## config.mk

```make
export PLATFORM = sky130hd
export DESIGN_NAME = ycdxt_ctrl
export DESIGN_NICKNAME = d
export VERILOG_FILES = /design/src/rtl/ycdxt_pkg.sv /design/src/rtl/ycdxt_ctrl.sv
export SDC_FILE = /design/constraint.sdc
export NUM_CORES = 1
export LEC_CHECK = 0
export ABC_AREA = 1
export BUFFER_PORTS_ARGS = -buffer_cell sky130_fd_sc_hd__buf_2
export CAP_MARGIN = 30
export CORE_MARGIN = 1
export CORE_UTILIZATION = 30
export DETAILED_ROUTE_END_ITERATION = 12
export PLACE_DENSITY = 0.53
export SYNTH_ARGS = -nofsm -noshare
export SYNTH_HDL_FRONTEND = slang
export SYNTH_SLANG_ARGS = --single-unit
```

## constraint.sdc

```tcl
create_clock -name clk -period 1.1 [get_ports clk]
set_input_delay 0.055 -clock clk [delete_from_list [all_inputs] [get_ports clk]]
set_output_delay 0.055 -clock clk [all_outputs]
set_load 0.01 [all_outputs]
```

## src/rtl/ycdxt_pkg.sv

```systemverilog
// Package for the YCoCg DXT block compressor: shared types, constants and helpers.
// No dependencies.
package ycdxt_pkg;

	localparam int unsigned NumPix = 16;
	localparam logic [7:0] Mid = 8'd128;
	localparam logic [7:0] Keep5 = 8'hf8;
	localparam logic [7:0] Keep6 = 8'hfc;

	typedef logic [3:0] pix_idx_t;

	// Commands from controller to datapath
	typedef struct packed {
		logic load;      // capture one pixel
		logic prep;      // clear diagonal count
		logic scale;     // scale endpoints
		logic thresh;    // Cg/Co midpoints and alpha thresholds
		logic walk;      // per-pixel pass
		logic finish;    // diagonal decision, assemble result
		pix_idx_t idx;
	} dp_cmd_t;

	typedef struct packed {
		logic last_pix;
		logic cpass;     // color index pass still running
	} dp_sts_t;

	// Scale about mid-grey, modulo 256
	function automatic logic [7:0] scale_mid(input logic [7:0] v, input logic [2:0] s);
		logic [10:0] t;
		t = (11'(v) + 11'd128) * 11'(s) + 11'd128;
		return t[7:0];
	endfunction

	function automatic logic [8:0] absd(input logic [7:0] a, input logic [7:0] b);
		return (a > b) ? 9'(a - b) : 9'(b - a);
	endfunction

	// x/3 for x < 768 by reciprocal multiply: (x*683)>>11
	function automatic logic [7:0] div3(input logic [9:0] x);
		logic [19:0] p;
		p = 20'(x) * 20'd683;
		return p[18:11];
	endfunction

	// x/7 for x < 1792: (x*4682)>>15 with one correction
	function automatic logic [7:0] div7(input logic [10:0] x);
		logic [23:0] p;
		logic [10:0] q;
		logic [10:0] r;
		p = 24'(x) * 24'd4682;
		q = {2'b00, p[23:15]};
		r = x - 11'(q * 11'd7);
		if (r >= 11'd7)
			q = q + 11'd1;
		return q[7:0];
	endfunction

endpackage

```

## src/rtl/ycdxt_ctrl.sv

```systemverilog
// Controller for the YCoCg DXT block compressor.
// Depends on ycdxt_pkg.
module ycdxt_ctrl (
	input  logic              clk,
	input  logic              arst_n,
	input  logic              in_valid,
	output logic              in_stall,
	output logic              out_valid,
	input  logic              out_stall,
	input  ycdxt_pkg::dp_sts_t sts,
	output ycdxt_pkg::dp_cmd_t cmd
);
	import ycdxt_pkg::*;

	typedef enum logic [5:0] {
		ST_LOAD   = 6'b000001,
		ST_PREP   = 6'b000010,
		ST_SCALE  = 6'b000100,
		ST_THRESH = 6'b001000,
		ST_WALK   = 6'b010000,
		ST_FINISH = 6'b100000
	} state_t;

	state_t   state_q;
	pix_idx_t idx_q;
	logic     out_valid_q;
	logic     acc;

	assign in_stall  = (state_q != ST_LOAD);
	assign acc       = in_valid && !in_stall;
	assign out_valid = out_valid_q;

	always_comb begin
		cmd        = '0;
		cmd.load   = acc;
		cmd.prep   = (state_q == ST_PREP);
		cmd.scale  = (state_q == ST_SCALE);
		cmd.thresh = (state_q == ST_THRESH);
		cmd.walk   = (state_q == ST_WALK);
		cmd.finish = (state_q == ST_FINISH) && !sts.cpass && !(out_valid_q && out_stall);
		cmd.idx    = idx_q;
	end

	always_ff @(posedge clk or negedge arst_n) begin
		if (!arst_n) begin
			state_q     <= ST_LOAD;
			idx_q       <= '0;
			out_valid_q <= 1'b0;
		end else begin
			if (cmd.finish)
				out_valid_q <= 1'b1;
			else if (out_valid_q && !out_stall)
				out_valid_q <= 1'b0;
			case (state_q)
				ST_LOAD: begin
					if (acc && sts.last_pix)
						state_q <= ST_PREP;
				end
				ST_PREP:   state_q <= ST_SCALE;
				ST_SCALE:  state_q <= ST_THRESH;
				ST_THRESH: begin
					idx_q   <= '0;
					state_q <= ST_WALK;
				end
				ST_WALK: begin
					idx_q <= idx_q + 4'd1;
					if (idx_q == 4'(NumPix - 1))
						state_q <= ST_FINISH;
				end
				ST_FINISH: begin
					if (cmd.finish)
						state_q <= ST_LOAD;
				end
				default: state_q <= ST_LOAD;
			endcase
		end
	end
endmodule

```

==> run summary <==
Dividing the final minimum period by the clock period gives 127%. The total grt overflow came out at 0. In this run the horizontal extent of the chip is 48.0 µm. The total nets after synthesis came out at 80.

The worst vdd rail ir drop came out at 0.00124 V. The sink count of the clock tree came out at 11. The number of buffers created by CTS came out at 3.

The setup total negative slack came out at -3.13 ns. The first global-routing pass estimated roughly 2.3 mm of wire. The first TritonRoute pass finished after 4 iterations.

The final route contains 610 vias. The share of synthesized area occupied by flip-flops and latches came out at roughly 44%. The detailed-route wire length came out at between 1 and 1.5 mm. Of all flip-flops after synthesis, the portion carrying an async set or reset was between 90% and 100%. The largest clock skew in the final design is 0.00128 ns. The worst hold path belongs to the class in2reg. The initial core utilization came out at about a third. Once layout is complete, the cells apart from fillers number roughly 140.

The flop and latch count out of synthesis came out at 11. TritonCTS built the clock tree. The detailed placer's ending HPWL is around 1000 µm. The via count of the first global-routing pass was approximately 540. In the routed layout, each cell is associated on average with a via count of between 4 and 5. In this run the most critical hold path is launched from sts[1]. Across every metal layer, demand over resource in global routing totals ~15%. The number of ports placed on the die boundary came out at 18.

The instance count after placement with tap cells included came out at approximately 120. The maximum buffer depth of the clock tree is 2. Headroom to the max-slew limit came out at slightly above 80%. The share of the core filled with cells in the final layout came out at roughly half.

Synthesis produced a netlist whose cell count is 73. Setup repair after global routing could not meet its margin everywhere. The total power per unit cell area is about 1600 nW/µm². The critical path data required time is between 1 and 1.5 ns. The net count reported at finish is between 100 and 150. The area of the die came out at roughly 2300 µm². Summing internal, switching and leakage power gives 1.64 mW. The flow ran to the end, but the final reports show violations.

Routability-driven placement finished with a final weighted congestion of 0.823. By area, the combinational part of the netlist is dominated by simple AND/OR/NAND/NOR gates. The slack of the worst reg-to-reg path is -0.29 ns. The number of max-cap violations came out at 0. Sorting the synthesized cells by how often they occur yields nand2_1 (11), dfrtp_1 (10), inv_1 (10). The initial antenna violation count came out at 0. The area of the core came out at between 1500 and 2000 µm².

The peak fanout along the critical path came out at 5. The biggest area consumer among synthesized cells is dfrtp_1. STA classifies the critical path startpoint as a flop. The final standard cell area without fillers came out at 1020 µm². The largest net degree at the start of global routing is 12. The kind of end point of the critical path is an output port. The detailed router finished its first iteration with 4 violations. The data arrival time of the worst path came out at approximately 1.3 ns. After filler insertion, the fill cell instance count of the layout stands at roughly 190. The average routed wire per standard cell is ~11 µm. Setup slack on the critical path of the routed design comes to -0.297 ns. The y dimension of the die is a little under 50 µm.

Measured against the total synthesized area, the mux share comes to 0%. The worst slack at placement came out at -0.0996 ns. The total inserted antenna cells is 0.

The number of synthesized flops with an enable pin came out at 0. The share of post-route cells with drive strength above 1 is between 50% and 60%. The remaining antenna violation count after routing came out at 0. The final number of max-transition violations is 0. The H-tree depth came out at 1. The layout-stage area growth over the synthesis result is 59.8%.

The highest attainable clock frequency is ~0.72 GHz. The top-area cell type share of the netlist area is roughly two fifths. The total cell area at the placement stage came out at a little over 800 µm². The simple-gate share of the synthesized area came out at around 38%.

The final critical path time including I/O delays and setup came out at approximately 1.4 ns. Row generation in the floorplan step produced 16 rows. The clock-pin slew on the worst setup and hold paths is roughly 0.070 ns. The xor/xnor share of the synthesized area came out at between 1 and 1.5%. The critical path starts at state_q[4]. The startpoint identified for the worst register-to-register timing path is state_q[4]. The number of synthesis warnings came out at 0. At the pin with the least slew margin, the transition time is around 0.26 ns.

At the later pin of the worst-skew pair, clock insertion delay measures 0.26 ns. The most common cell in the synthesized netlist is nand2_1. The critical path start-end classification is reg2out. Of the total synthesized cell area, the portion taken by full adders, half adders and majority gates is a little under 2%.

The total setup violations reported at the end of the flow came out at 15. In this run, distinct cell masters in the synthesized netlist total 23. The netlist area before placement came out at 636 µm². In the routed design, unresolved DRC markers number 0. CTS placed an instance of clkbuf_4 at the clock tree root. The fraction of the mapped netlist area in compound gates is 6.50%. The leakage component of the power is ~0.55 nW. Hold is met by 0.0622 ns. In the post-synthesis netlist, the biggest area contributors are dfrtp_1 (39%), nand3_1 (7.1%), nor2_4 (7.1%).

The final count of hold timing violations was 0. The final reports fail on setup timing. In the synthesized netlist the dominant register cell turns out to be dfrtp_1. The mean post-synth cell area is between 8 and 9 µm². The port buffer count came out at 17.
[where the power goes]
group | switching, mW | internal [mW] | total (mW)
Combinational | 0.420 | 0.419 | 0.839
Sequential | 0.0619 | 0.475 | 0.537
Clock | 0.126 | 0.140 | 0.266
Total | 0.608 | 1.03 | 1.64
[area by class of cell]
cell class / instances / area, µm² / area share, %
multi-input combinational: 48 / 354 / 34.9
sequential: 11 / 279 / 27.5
timing repair buffer: 36 / 269 / 26.5
inverter: 13 / 53.8 / 5.30
tap: 27 / 33.8 / 3.33
clock buffer: 4 / 26.3 / 2.59
[what timing repair did]
item / CTS / global route
pin swaps: 6 / 10
setup buffers: 6 / 5
hold buffers: 1 / 0
gates cloned: 0 / 0
hold endpoints to repair: 11 / 0
resized for setup: 21 / 7
setup endpoints to repair: 12 / 15
[worst paths after layout]
path | end | depth (start not counted)
max | cmd[8] | 4
min | state_q[1] | 2
max reg2reg | state_q[0] | 8
min reg2reg | out_valid | 2
max in group asynchronous | state_q[0] | 2
min in group asynchronous | out_valid | 2
[sequential cells by signal (all words and copies together), names as in the netlist]
signal     flops
state_q        6
out_valid      1
idx_q          4
[cell families (layout without fill, tap and decap cells)]
family / after synthesis / in the layout
AND/OR/NAND/NOR: 39 / 39
flip-flops: 11 / 11
AO/OA/AOI/OAI: 7 / 7
adder cells (fa/ha/maj): 1 / 1
XOR/XNOR: 1 / 1
buffers and inverters: 14 / 53
[cell usage in the layout (no fill, tap or decap), types with 2 or more instances in the layout]
master    count
o21ai_1       2
nor2_4        5
nand2_1       9
buf_2        15
buf_4        11
nand3_1       7
inv_2         4
dfrtp_2       2
inv_1         8
a21oi_2       3
nand4_1       3
nor2_1        4
nand3_4       2
nor2_2        3
dfrtp_1       8
nand3_2       2
clkbuf_4      3
buf_6         9
[metal layers]
layer | routed length, µm | up-vias | track usage [%]
li1 | - | 316 | -
met1 | 614 | 273 | 18.3
met2 | 781 | 17 | 23.8
met3 | 49 | 4 | 6.79
met4 | 36 | 0 | 5.00
met5 | 0 | - | 0
[worst max-delay path, stage by stage, from the launching register on]
cell	delay (ns)
dfrtp_2	0.45
nor2_4	0.25
nand3_1	0.18
inv_1	0.08
buf_2	0.12
Power figures use the tool's default switching activity.
